**src/rtl/core/lz4_frame_output_bound_core_defines.svh**
```systemverilog
// ----------------------------------------------------------------------------
// LZ4 frame output bound - assertion macros
// Shared concurrent assertion forms. The asserting module provides clk and rst_n.
// ----------------------------------------------------------------------------
`ifndef LZ4_FRAME_OUTPUT_BOUND_CORE_DEFINES_SVH
`define LZ4_FRAME_OUTPUT_BOUND_CORE_DEFINES_SVH

// same-cycle implication
`define LZ4FOB_ASSERT_NOW(lbl, ante, cons, msg) \
  lbl: assert property (@(posedge clk) disable iff (!rst_n) (ante) |-> (cons)) \
    else $error(msg);

// next-cycle implication
`define LZ4FOB_ASSERT_NEXT(lbl, ante, cons, msg) \
  lbl: assert property (@(posedge clk) disable iff (!rst_n) (ante) |=> (cons)) \
    else $error(msg);

`endif

```
**src/rtl/core/lz4fob_pkg.sv**
```systemverilog
// ----------------------------------------------------------------------------
// LZ4 frame output bound - package
// Word types, walk phases, status codes and block size table.
// ----------------------------------------------------------------------------
package lz4fob_pkg;

  // input word: one frame body byte
  typedef struct packed {
    logic [7:0] data_byte;
    logic       last_byte;
  } in_word_t;

  // result word: one per frame
  typedef struct packed {
    logic [2:0]  status;
    logic [47:0] result_size;
    logic        size_exact;
  } out_word_t;

  typedef enum logic [2:0] {
    PH_HEADER,
    PH_DATA,
    PH_BCHK,
    PH_CCHK,
    PH_DONE
  } phase_t;

  typedef logic [2:0] status_t;

  localparam status_t ST_OK         = 3'd0;
  localparam status_t ST_IN_HDR     = 3'd1;
  localparam status_t ST_OVERSIZE   = 3'd2;
  localparam status_t ST_IN_BLOCK   = 3'd3;
  localparam status_t ST_IN_BCHK    = 3'd4;
  localparam status_t ST_IN_CCHK    = 3'd5;
  localparam status_t ST_TRAILING   = 3'd6;
  localparam status_t ST_OVER_BOUND = 3'd7;

  // config register indexes
  localparam logic [1:0] CFG_BLOCK_SIZE_CODE     = 2'd0;
  localparam logic [1:0] CFG_BLOCK_CHECKSUM_ON   = 2'd1;
  localparam logic [1:0] CFG_CONTENT_CHECKSUM_ON = 2'd2;
  localparam logic [1:0] CFG_DECLARED_SIZE       = 2'd3;

  localparam int LEFT_W = 23;                 // holds up to 4 MiB
  localparam logic [LEFT_W-1:0] CHK_LEN = 23'd4;
  localparam int RAW_BIT = 31;
  localparam logic [30:0] EXPANSION = 31'd255;

  // block add event from the walker to the accumulator
  typedef struct packed {
    logic              add_vld;
    logic [LEFT_W-1:0] add_amt;
    status_t           status;   // status after this byte
  } walk_ev_t;

  function automatic logic [LEFT_W-1:0] blk_max(input logic [1:0] code);
    logic [LEFT_W-1:0] m;
    case (code)
      2'd0:    m = 23'd65536;
      2'd1:    m = 23'd262144;
      2'd2:    m = 23'd1048576;
      default: m = 23'd4194304;
    endcase
    return m;
  endfunction

endpackage

```
**src/rtl/core/lz4fob_walker.sv**
```systemverilog
// ----------------------------------------------------------------------------
// LZ4 frame output bound - block walker
// Per-byte phase tracking: block headers, data skip, checksums, error latch.
// ----------------------------------------------------------------------------
`include "lz4_frame_output_bound_core_defines.svh"

module lz4fob_walker (
  input  logic                  clk,
  input  logic                  rst_n,
  input  logic                  acc,
  input  lz4fob_pkg::in_word_t  in_data,
  input  logic [1:0]            blk_code,
  input  logic                  bchk_on,
  input  logic                  cchk_on,
  output lz4fob_pkg::walk_ev_t  ev
);
  import lz4fob_pkg::*;

  phase_t            phase_r, phase_nxt;
  logic [1:0]        idx_r, idx_nxt;
  logic [31:0]       hs_r, hs_nxt;
  logic [LEFT_W-1:0] left_r, left_nxt;
  status_t           err_r, err_nxt;

  logic [31:0]       hdr_word;
  logic [30:0]       hdr_size;
  logic [LEFT_W-1:0] maxb;
  logic              oversize;
  logic [30:0]       expand;
  logic              hdr_end;
  logic              take;

  // header arrives little-endian: shift in from the top
  assign hdr_word = {in_data.data_byte, hs_r[31:8]};
  assign hdr_size = hdr_word[30:0];
  assign maxb     = blk_max(blk_code);
  assign oversize = hdr_size > 31'(maxb);
  assign expand   = 31'(hdr_size[LEFT_W-1:0]) * EXPANSION;
  assign take     = acc && (err_r == ST_OK);
  assign hdr_end  = take && (phase_r == PH_HEADER) && (idx_r == 2'd3);

  // next state
  always_comb begin
    phase_nxt = phase_r;
    idx_nxt   = idx_r;
    hs_nxt    = hs_r;
    left_nxt  = left_r;
    err_nxt   = err_r;
    if (take) begin
      unique case (phase_r)
        PH_HEADER: begin
          idx_nxt = idx_r + 2'd1;
          hs_nxt  = hdr_word;
          if (idx_r == 2'd3) begin
            hs_nxt = '0;
            if (hdr_word == 32'd0) begin
              if (cchk_on) begin
                phase_nxt = PH_CCHK;
                left_nxt  = CHK_LEN;
              end else begin
                phase_nxt = PH_DONE;
              end
            end else if (oversize) begin
              err_nxt = ST_OVERSIZE;
            end else if (hdr_size == 31'd0) begin
              if (bchk_on) begin
                phase_nxt = PH_BCHK;
                left_nxt  = CHK_LEN;
              end
            end else begin
              phase_nxt = PH_DATA;
              left_nxt  = hdr_size[LEFT_W-1:0];
            end
          end
        end
        PH_DATA: begin
          left_nxt = left_r - LEFT_W'(1);
          if (left_r == LEFT_W'(1)) begin
            if (bchk_on) begin
              phase_nxt = PH_BCHK;
              left_nxt  = CHK_LEN;
            end else begin
              phase_nxt = PH_HEADER;
            end
          end
        end
        PH_BCHK: begin
          left_nxt = left_r - LEFT_W'(1);
          if (left_r == LEFT_W'(1)) phase_nxt = PH_HEADER;
        end
        PH_CCHK: begin
          left_nxt = left_r - LEFT_W'(1);
          if (left_r == LEFT_W'(1)) phase_nxt = PH_DONE;
        end
        PH_DONE: begin
          err_nxt = ST_TRAILING;
        end
        default: begin
          phase_nxt = PH_HEADER;
        end
      endcase
    end
  end

  // outputs: bound increment and status after this byte
  always_comb begin
    ev.add_vld = hdr_end && (hdr_word != 32'd0) && !oversize;
    if (hdr_word[RAW_BIT]) begin
      ev.add_amt = hdr_size[LEFT_W-1:0];
    end else if (expand < 31'(maxb)) begin
      ev.add_amt = expand[LEFT_W-1:0];
    end else begin
      ev.add_amt = maxb;
    end
    if (err_nxt != ST_OK) begin
      ev.status = err_nxt;
    end else begin
      unique case (phase_nxt)
        PH_HEADER: ev.status = ST_IN_HDR;
        PH_DATA:   ev.status = ST_IN_BLOCK;
        PH_BCHK:   ev.status = ST_IN_BCHK;
        PH_CCHK:   ev.status = ST_IN_CCHK;
        default:   ev.status = ST_OK;
      endcase
    end
  end

  always_ff @(posedge clk) begin
    if (!rst_n || (acc && in_data.last_byte)) begin
      phase_r <= PH_HEADER;
      idx_r   <= '0;
      hs_r    <= '0;
      left_r  <= '0;
      err_r   <= ST_OK;
    end else begin
      phase_r <= phase_nxt;
      idx_r   <= idx_nxt;
      hs_r    <= hs_nxt;
      left_r  <= left_nxt;
      err_r   <= err_nxt;
    end
  end

  `LZ4FOB_ASSERT_NEXT(a_err_latch, (err_r != ST_OK) && !(acc && in_data.last_byte), err_r == $past(err_r), "latched error changed mid-frame")
  `LZ4FOB_ASSERT_NOW(a_idx_hdr, idx_r != 2'd0, phase_r == PH_HEADER, "header byte index outside header phase")
  `LZ4FOB_ASSERT_NOW(a_left_live, (phase_r == PH_DATA) || (phase_r == PH_BCHK) || (phase_r == PH_CCHK), left_r != '0, "byte count empty in a counting phase")

endmodule

```
**src/rtl/core/lz4_frame_output_bound_core.sv**
```systemverilog
// ----------------------------------------------------------------------------
// LZ4 frame output bound - top level
// Walks an LZ4 frame body byte by byte and reports the decompressed size bound.
// ----------------------------------------------------------------------------
// Usage:
//   in_*   : one frame-body byte per word (after the frame header), last_byte
//            flags the final byte of the buffer. Accepted when in_valid and
//            !in_stall.
//   out_*  : one result word per frame, produced only for a last_byte word:
//            status, result_size (bound or declared size) and size_exact.
//   cfg_*  : plain register writes (block size code, checksum flags, declared
//            content size); write only while no frame is in flight.
// Throughput: one byte per cycle while in_stall is low. The per-byte walker
//   and the registered bound accumulator never hold off a byte.
// Result: registered, valid in the cycle after the last byte is taken.
// Stall: a waiting result does not block body bytes; only a new last byte is
//   held off while the previous result still sits stalled in the out register.
// Reset: walker state, bound sum, output valid and config registers clear.
//   After each last byte the walker returns to its start state; config stays.
// ----------------------------------------------------------------------------
`include "lz4_frame_output_bound_core_defines.svh"

module lz4_frame_output_bound_core #(
  parameter int BOUND_BITS = 48
) (
  input  logic                   clk,
  input  logic                   rst_n,
  // byte input
  input  logic                   in_valid,
  output logic                   in_stall,
  input  lz4fob_pkg::in_word_t   in_data,
  // result output
  output logic                   out_valid,
  input  logic                   out_stall,
  output lz4fob_pkg::out_word_t  out_data,
  // config writes
  input  logic                   cfg_we,
  input  logic [1:0]             cfg_index,
  input  logic [63:0]            cfg_wdata
);
  import lz4fob_pkg::*;

  localparam logic [BOUND_BITS-1:0] BOUND_CAP = '1;

  // config registers
  logic [1:0]  cfg_code_r;
  logic        cfg_bchk_r;
  logic        cfg_cchk_r;
  logic [63:0] cfg_decl_r;

  // accumulator
  logic                  pend_vld_r;
  logic [LEFT_W-1:0]     pend_amt_r;
  logic [BOUND_BITS-1:0] bound_r, bound_nxt;
  logic [BOUND_BITS:0]   sum_ext;

  // result register
  logic      out_vld_r;
  out_word_t out_r, out_nxt;

  logic     in_acc;
  logic     frame_end;
  logic     decl_over;
  walk_ev_t ev;

  // only a last byte needs the out register free
  assign in_stall  = out_vld_r && out_stall && in_data.last_byte;
  assign in_acc    = in_valid && !in_stall;
  assign frame_end = in_acc && in_data.last_byte;

  always_ff @(posedge clk) begin
    if (!rst_n) begin
      cfg_code_r <= '0;
      cfg_bchk_r <= 1'b0;
      cfg_cchk_r <= 1'b0;
      cfg_decl_r <= '0;
    end else if (cfg_we) begin
      unique case (cfg_index)
        CFG_BLOCK_SIZE_CODE:     cfg_code_r <= cfg_wdata[1:0];
        CFG_BLOCK_CHECKSUM_ON:   cfg_bchk_r <= cfg_wdata[0];
        CFG_CONTENT_CHECKSUM_ON: cfg_cchk_r <= cfg_wdata[0];
        CFG_DECLARED_SIZE:       cfg_decl_r <= cfg_wdata;
        default: ;
      endcase
    end
  end

  lz4fob_walker u_walker (
    .clk      (clk),
    .rst_n    (rst_n),
    .acc      (in_acc),
    .in_data  (in_data),
    .blk_code (cfg_code_r),
    .bchk_on  (cfg_bchk_r),
    .cchk_on  (cfg_cchk_r),
    .ev       (ev)
  );

  // block increment is staged, then added to bound_r; the sum is only read
  // at a clean frame end, at least four bytes after the last block header
  assign sum_ext   = {1'b0, bound_r} + (BOUND_BITS+1)'(pend_amt_r);
  assign bound_nxt = sum_ext[BOUND_BITS] ? BOUND_CAP : sum_ext[BOUND_BITS-1:0];

  always_ff @(posedge clk) begin
    if (!rst_n || frame_end) begin
      pend_vld_r <= 1'b0;
      bound_r    <= '0;
    end else begin
      pend_vld_r <= in_acc && ev.add_vld;
      if (pend_vld_r) bound_r <= bound_nxt;
    end
  end

  always_ff @(posedge clk) begin
    if (in_acc && ev.add_vld) pend_amt_r <= ev.add_amt;
  end

  // result word
  assign decl_over = cfg_decl_r > 64'(bound_r);

  always_comb begin
    out_nxt.status      = ev.status;
    out_nxt.result_size = '0;
    out_nxt.size_exact  = 1'b0;
    if (ev.status == ST_OK) begin
      if (cfg_decl_r == 64'd0) begin
        out_nxt.result_size = 48'(bound_r);
      end else if (decl_over) begin
        out_nxt.status = ST_OVER_BOUND;
      end else begin
        out_nxt.result_size = cfg_decl_r[47:0];
        out_nxt.size_exact  = 1'b1;
      end
    end
  end

  always_ff @(posedge clk) begin
    if (!rst_n) begin
      out_vld_r <= 1'b0;
    end else if (frame_end) begin
      out_vld_r <= 1'b1;
    end else if (!out_stall) begin
      out_vld_r <= 1'b0;
    end
  end

  always_ff @(posedge clk) begin
    if (frame_end) out_r <= out_nxt;
  end

  assign out_valid = out_vld_r;
  assign out_data  = out_r;

  `LZ4FOB_ASSERT_NEXT(a_bound_mono, !frame_end, bound_r >= $past(bound_r), "bound sum went down mid-frame")
  `LZ4FOB_ASSERT_NOW(a_exact_ok, out_vld_r && out_r.size_exact, out_r.status == ST_OK, "exact size with error status")
  `LZ4FOB_ASSERT_NOW(a_err_zero, out_vld_r && (out_r.status != ST_OK), (out_r.result_size == '0) && !out_r.size_exact, "error result carries a size")

endmodule

```
**config.mk**
```make
export PLATFORM = sky130hd
export DESIGN_NAME = lz4_frame_output_bound_core
export DESIGN_NICKNAME = d
export VERILOG_FILES = /design/src/rtl/core/lz4fob_pkg.sv /design/src/rtl/core/lz4fob_walker.sv /design/src/rtl/core/lz4_frame_output_bound_core.sv
export VERILOG_INCLUDE_DIRS = /design/src /design/src/rtl/core
export SDC_FILE = /design/constraint.sdc
export NUM_CORES = 1
export LEC_CHECK = 0
export BUFFER_PORTS_ARGS = -buffer_cell sky130_fd_sc_hd__buf_2
export CAP_MARGIN = 20
export CORE_MARGIN = 5
export CORE_UTILIZATION = 55
export DETAILED_ROUTE_END_ITERATION = 8
export PLACE_DENSITY_LB_ADDON = 0.3
export SLEW_MARGIN = 20
export SYNTH_ARGS = -nofsm -noshare
export SYNTH_HDL_FRONTEND = slang
export SYNTH_SLANG_ARGS = --single-unit
```
**constraint.sdc**
```tcl
create_clock -name clk -period 7.4 [get_ports clk]
set_input_delay 1.11 -clock clk [delete_from_list [all_inputs] [get_ports clk]]
set_output_delay 1.11 -clock clk [all_outputs]
set_load 0.02 [all_outputs]
```
Word-level counts from Yosys, hierarchy flattened
Index checks and enable logic that the tools add are counted.
Widths: inputs -> output; s select.
- output and inout bits: 54
- latch bits: 0
- flip-flop bits (word level): 256
- memory bits (read-only): 0
- memory bits (writable): 0
- memories: 0
- word-level logic and storage cells: 118
- bits of input ports: 80
- reductions and logical operators: 34
- div/mod/pow operators: 0
- multipliers: 1
- equal/unequal tests: 19
- add/sub/neg operators: 3
- multiplexer cells: 41
- magnitude comparators: 3
- shift operators: 0
- bitwise operators: 1
- operators with widths (cell ; count):
    $mux 23 ; 10
    $pmux 23 s3 ; 2
    $mux 48 ; 2
    $gt 64x48->1 ; 1
    $logic_not 64->1 ; 1
    $mux 52 ; 1
    $mux 3 ; 17
    $add 48x23->49 ; 1
    $mux 49 ; 1
    $logic_not 32->1 ; 1
    $mux 32 ; 1
    $reduce_bool 32->1 ; 1
    $gt 31x23->1 ; 1
    $logic_not 31->1 ; 1
    $lt 31x23->1 ; 1
    $mul 23x8->31 const B ; 1
    $eq 23x1->1 const B ; 1
    $sub 23x1->23 const B ; 1
    $pmux 3 s5 ; 1
    $eq 3x2->1 const B ; 4
    $logic_not 3->1 ; 4
    $pmux 3 s4 ; 1
    $logic_and 1x1->1 ; 10
    $reduce_and 2->1 ; 5
    other kinds (19) ; 32

Depth between registers and ports, before layout
- depth after elaboration: 14
- depth in mapped cells: 26
- gate-level depth less buffers: 24

Hierarchy
Synthesis repeated with hierarchy kept, for this count alone.
- cell total of the unflattened synthesis: 2060
- area, all modules: 18277.5 µm²
- by module, submodules not included (module ; cells each ; area an instance (µm²) ; times used ; seq. area each (µm²)):
    lz4_frame_output_bound_core ; 1060 ; 10068.4 ; 1 ; 4614.4
    lz4fob_walker ; 1000 ; 8209.1 ; 1 ; 1101.1

Worst setup path before layout
No wires, ideal clock.
- path type: reg-to-reg
- from: register u_walker.hs_r[21]
- to: register pend_amt_r[20] (data pin)
- period minus slack after synthesis: 6.158 ns
- buffers on the path: 2
- arrival: 5.884 ns
- library setup time: 0.274 ns
- slack: 1.242 ns
- cell stages (with the launch flop): 27
- data required time: 7.126 ns
- cell sequence: dfxtp_1 inv_1 fa_1 fa_1 inv_1 fa_1 inv_1 fa_1 inv_1 ha_1 clkbuf_1 nand2_1 o21ai_0 a21oi_1 o21ai_1 a21o_1 xnor2_1 ha_1 a21oi_1 o221ai_1 a21o_1 a311o_1 nor4_4 nand4_4 buf_6 nand3b_1 o221ai_1
- RTL lines (item ; RTL line ; RTL):
    start: declaration ; lz4fob_walker.sv:21 ; logic [31:0] hs_r, hs_nxt;
    start signal: assignment ; lz4fob_walker.sv:138 ; hs_r <= hs_nxt;
    end signal: assignment ; lz4_frame_output_bound_core.sv:115 ; if (in_acc && ev.add_vld) pend_amt_r <= ev.add_amt;
    end: declaration ; lz4_frame_output_bound_core.sv:53 ; logic [LEFT_W-1:0] pend_amt_r;

==> reports/metrics.yaml <==
run_status:
  status: "complete, no violations"
setup_path:
  r2r_end: "pend_amt_r[18]"
  crit_chain: "inv_1 > fa_1 > fa_1 > inv_1 > fa_1 > inv_1 > fa_1 > inv_1 > ha_1 > and4_1 > nand3_1 > o21ai_1 > a21o_1 > xnor2_1 > ha_1 > a21oi_1 > o221ai_1 > a21o_1 > a311o_1 > nor4_4 > nand4_4 > buf_4 > nand3b_1 > o221ai_1"
  cp.arrival_ps: 7160
  path_delay_family: "adder cells"
  critPathKind: "register to register"
  worst-path-stages: 24
  slowest_stage: "fa_1"
  crit_buf_inv: 5
  endpoint: "pend_amt_r[18]"
  cp_slowest_stage_delay_ps: 580
  start_kind: "register"
  cp_max_fo: 26
  regToRegSetupSlack_ps: 500
  required_ps: 7660
  r2r_start: "u_walker.hs_r[20]"
  worstSetupEndpointType: "register"
  cp-startpoint: "u_walker.hs_r[20]"
  r2r_cells: 24
cts:
  clock_path_buffers: 3
  cts_resized: 0
  post_cts_buffers: 0
  cts_root_buffer: "clkbuf_16"
  cts_hold_buf: 0
  worstSkewPairLatency_ps: 560
  cts_buffers: 27
  clk_pin_slew_worst_paths_ps: 60
  cts_tree: "yes"
  cts.sinks: 248
  cts-htree-levels: 1
floorplan:
  ioPinCount: 134
  rows: 65
  die_y_um: 189.7
  die_w_um: 189.7
  dieArea_sq_um: 35990
  coreArea_sq_um: 31720
  start_util: 0.5600
synthesis:
  ys.flop_type: "dfxtp_1"
  synth_area_per_cell_sq_um: 8.971
  ys_types: 81
  synth-edff-count: 75
  syn_nets: 2308
  yosysSeqAreaShare: 0.3218
  synth_area_sq_um: 17760
  ys_warn_count: 0
  postSynthCellCount: 1980
  yosys.area.top_type: "dfxtp_1"
  synth_seq_cells: 248
  yosysTopAreaCellShare: 0.1950
  synthTopCellsByArea: "dfxtp_1 (19%), edfxtp_1 (13%), fa_1 (12%)"
  synthArstFlopShare: 0
power_and_ir_drop:
  p_per_area_nw_per_um2: 176.8
  total_power_mw: 3.468
  power.share.clock: 0.391
  p_sw_frac: 0.2949
  p_comb_frac: 0.191
  p_int_mw: 2.446
  p_leak_nw: 8.191
  power.switching_mw: 1.023
  seqPwrFrac: 0.418
  vdd_drop_max_mv: 0.1833
global_route:
  grt_pass1_wl_um: 77110
  antenna_found_initial: 2
  grt_pass1_vias: 14960
  grt_usage: 0.2603
  grt.overflow.total: 0
  grt_start_max_net_pins: 78
final_layout:
  instances_no_fill: 2496
  utilization: 0.6185
  final_cell_mix: "inv_1 (233), nand2_1 (229), dfxtp_1 (173)"
  nNetsFinal: 2400
  synthToLayoutAreaGrowth_pct: 10.43
  final_common_cell: "inv_1"
  n_fill_cell: 2758
  fin_area_sq_um: 19620
  drive_gt1_frac: 0.1032
drt:
  viasPerCell: 6.041
  dr.pass1.iters: 5
  detail_route.iter0.violations: 1294
  wl_per_cell_um: 19.08
  vias: 15080
  postRouteAntennaNets: 0
  drc: 0
  wl_um: 47620
timing:
  hold_viol: 0
  hold-worst-slack_ps: 464.2
  setup_violations: 0
  worst_pin_slew_ps: 1085
  fmax_mhz: 144.9
  maxSlewHeadroom: 0.2720
  fin_crit_ps: 6900
  timing.final.crit_share: 0.9324
  fin_worst_skew_ps: 19.13
  slew_viol_final: 0
  fin_ws_ps: 500.4
  rsz0062_at_grt: "false"
  final.setup.tns_ps: 0
placed_design:
  placedCellCount: 2443
  io_buffers: 133
  place_congestion: 0.9414
  place_area_sq_um: 18690
  pre_cts_ws_ps: 563.4
  dpl.hpwl_um: 35670
hold_path:
  hold_class: "register to register"
run:
  cap_viol_max_count: 0
worst reg2reg max path, cell delays in order, from the launching register on:
cell and delay [ps]:
dfxtp_1 520, inv_1 220, fa_1 580, fa_1 550
inv_1 50, fa_1 540, inv_1 60, fa_1 520
inv_1 40, ha_1 390, and4_1 240, nand3_1 120
o21ai_1 370, a21o_1 250, xnor2_1 160, ha_1 290
a21oi_1 180, o221ai_1 130, a21o_1 170, a311o_1 310
nor4_4 270, nand4_4 100, buf_4 270, nand3b_1 140
o221ai_1 150
metal layers:
| layer | global-route usage | vias to the layer above | wire, um |
|---|---|---|---|
| met5 | 0 | - | 13 |
| met4 | 0.06928 | 2 | 1425 |
| met3 | 0.04862 | 95 | 3601 |
| met2 | 0.4324 | 564 | 22280 |
| met1 | 0.3527 | 7280 | 20300 |
| li1 | - | 7138 | - |
cell usage after synthesis, types with 9 or more instances:
| master | n |
|---|---|
| o31ai_1 | 11 |
| and2_1 | 10 |
| a21boi_0 | 68 |
| o21ai_0 | 80 |
| nor3b_1 | 12 |
| xnor2_1 | 38 |
| o22ai_1 | 18 |
| nand2_1 | 229 |
| nor2b_1 | 16 |
| a211oi_1 | 17 |
| buf_2 | 9 |
| a31oi_1 | 11 |
| nand3_1 | 30 |
| o21ai_1 | 11 |
| a22o_1 | 49 |
| nand4_1 | 32 |
| edfxtp_1 | 75 |
| nor4_1 | 31 |
| ha_1 | 142 |
| xor2_1 | 23 |
| nor2_1 | 97 |
| clkbuf_1 | 60 |
| nand2b_1 | 14 |
| a21oi_1 | 156 |
| fa_1 | 106 |
| a21o_1 | 40 |
| inv_1 | 234 |
| nor3_1 | 46 |
| dfxtp_1 | 173 |
| and3_1 | 10 |
flip-flops by register name, summed over array words and instances (netlist names):
signal	count
bound_r	48
cfg_bchk_r	1
cfg_cchk_r	1
cfg_code_r	2
cfg_decl_r	64
out_data	52
out_valid	1
pend_amt_r	23
pend_vld_r	1
u_walker.err_r	3
u_walker.hs_r	24
u_walker.idx_r	2
u_walker.left_r	23
u_walker.phase_r	3
how the worst min path moves through the flow:
stage                                 start                 to  slack [ps]  cells after the start
after floorplan           u_walker.idx_r[1]  u_walker.idx_r[1]         440                      2
after global placement    u_walker.idx_r[1]  u_walker.idx_r[1]         450                      2
after detailed placement     cfg_decl_r[61]     cfg_decl_r[61]         460                      2
after CTS                    cfg_decl_r[61]     cfg_decl_r[61]         470                      2
after global routing      u_walker.idx_r[1]  u_walker.idx_r[1]         490                      2
final                     u_walker.idx_r[1]  u_walker.idx_r[1]         460                      2
cells by family (layout without fill, tap and decap cells):
family / after synthesis / after routing / synth area share
buffers and inverters: 316 / 429 / 0.06973
AND/OR/NAND/NOR: 562 / 562 / 0.1545
AO/OA/AOI/OAI: 539 / 539 / 0.2010
multiplexers: 6 / 6 / 0.003452
flip-flops: 248 / 248 / 0.3218
adder cells (fa/ha/maj): 248 / 248 / 0.2195
XOR/XNOR: 61 / 61 / 0.03008
other: 0 / 1 / 0
power by group through the flow:
stage / combinational, mW / sequential [mW] / clock [mW]
2_1_floorplan: 0.452 / 1.49 / 0
6_report: 0.661 / 1.45 / 1.36
4_1_cts: 0.656 / 1.45 / 1.36
3_5_place_dp: 0.651 / 1.48 / 0
3_3_place_gp: 0.645 / 1.48 / 0
5_1_grt: 0.730 / 1.45 / 1.43
layout make-up:
type | instances | area (sq um) | area share
Clock inverter | 6 | 75.07 | 0.003827
Sequential cell | 248 | 5715 | 0.2914
Inverter | 234 | 878.3 | 0.04478
Antenna cell | 1 | 2.502 | 0.0001276
Clock buffer | 44 | 800.8 | 0.04082
Tap cell | 402 | 503.0 | 0.02564
Multi-Input combinational cell | 1416 | 10860 | 0.5536
Timing Repair Buffer | 145 | 780.7 | 0.03980
Note: power is estimated with default switching activity, not from simulation.
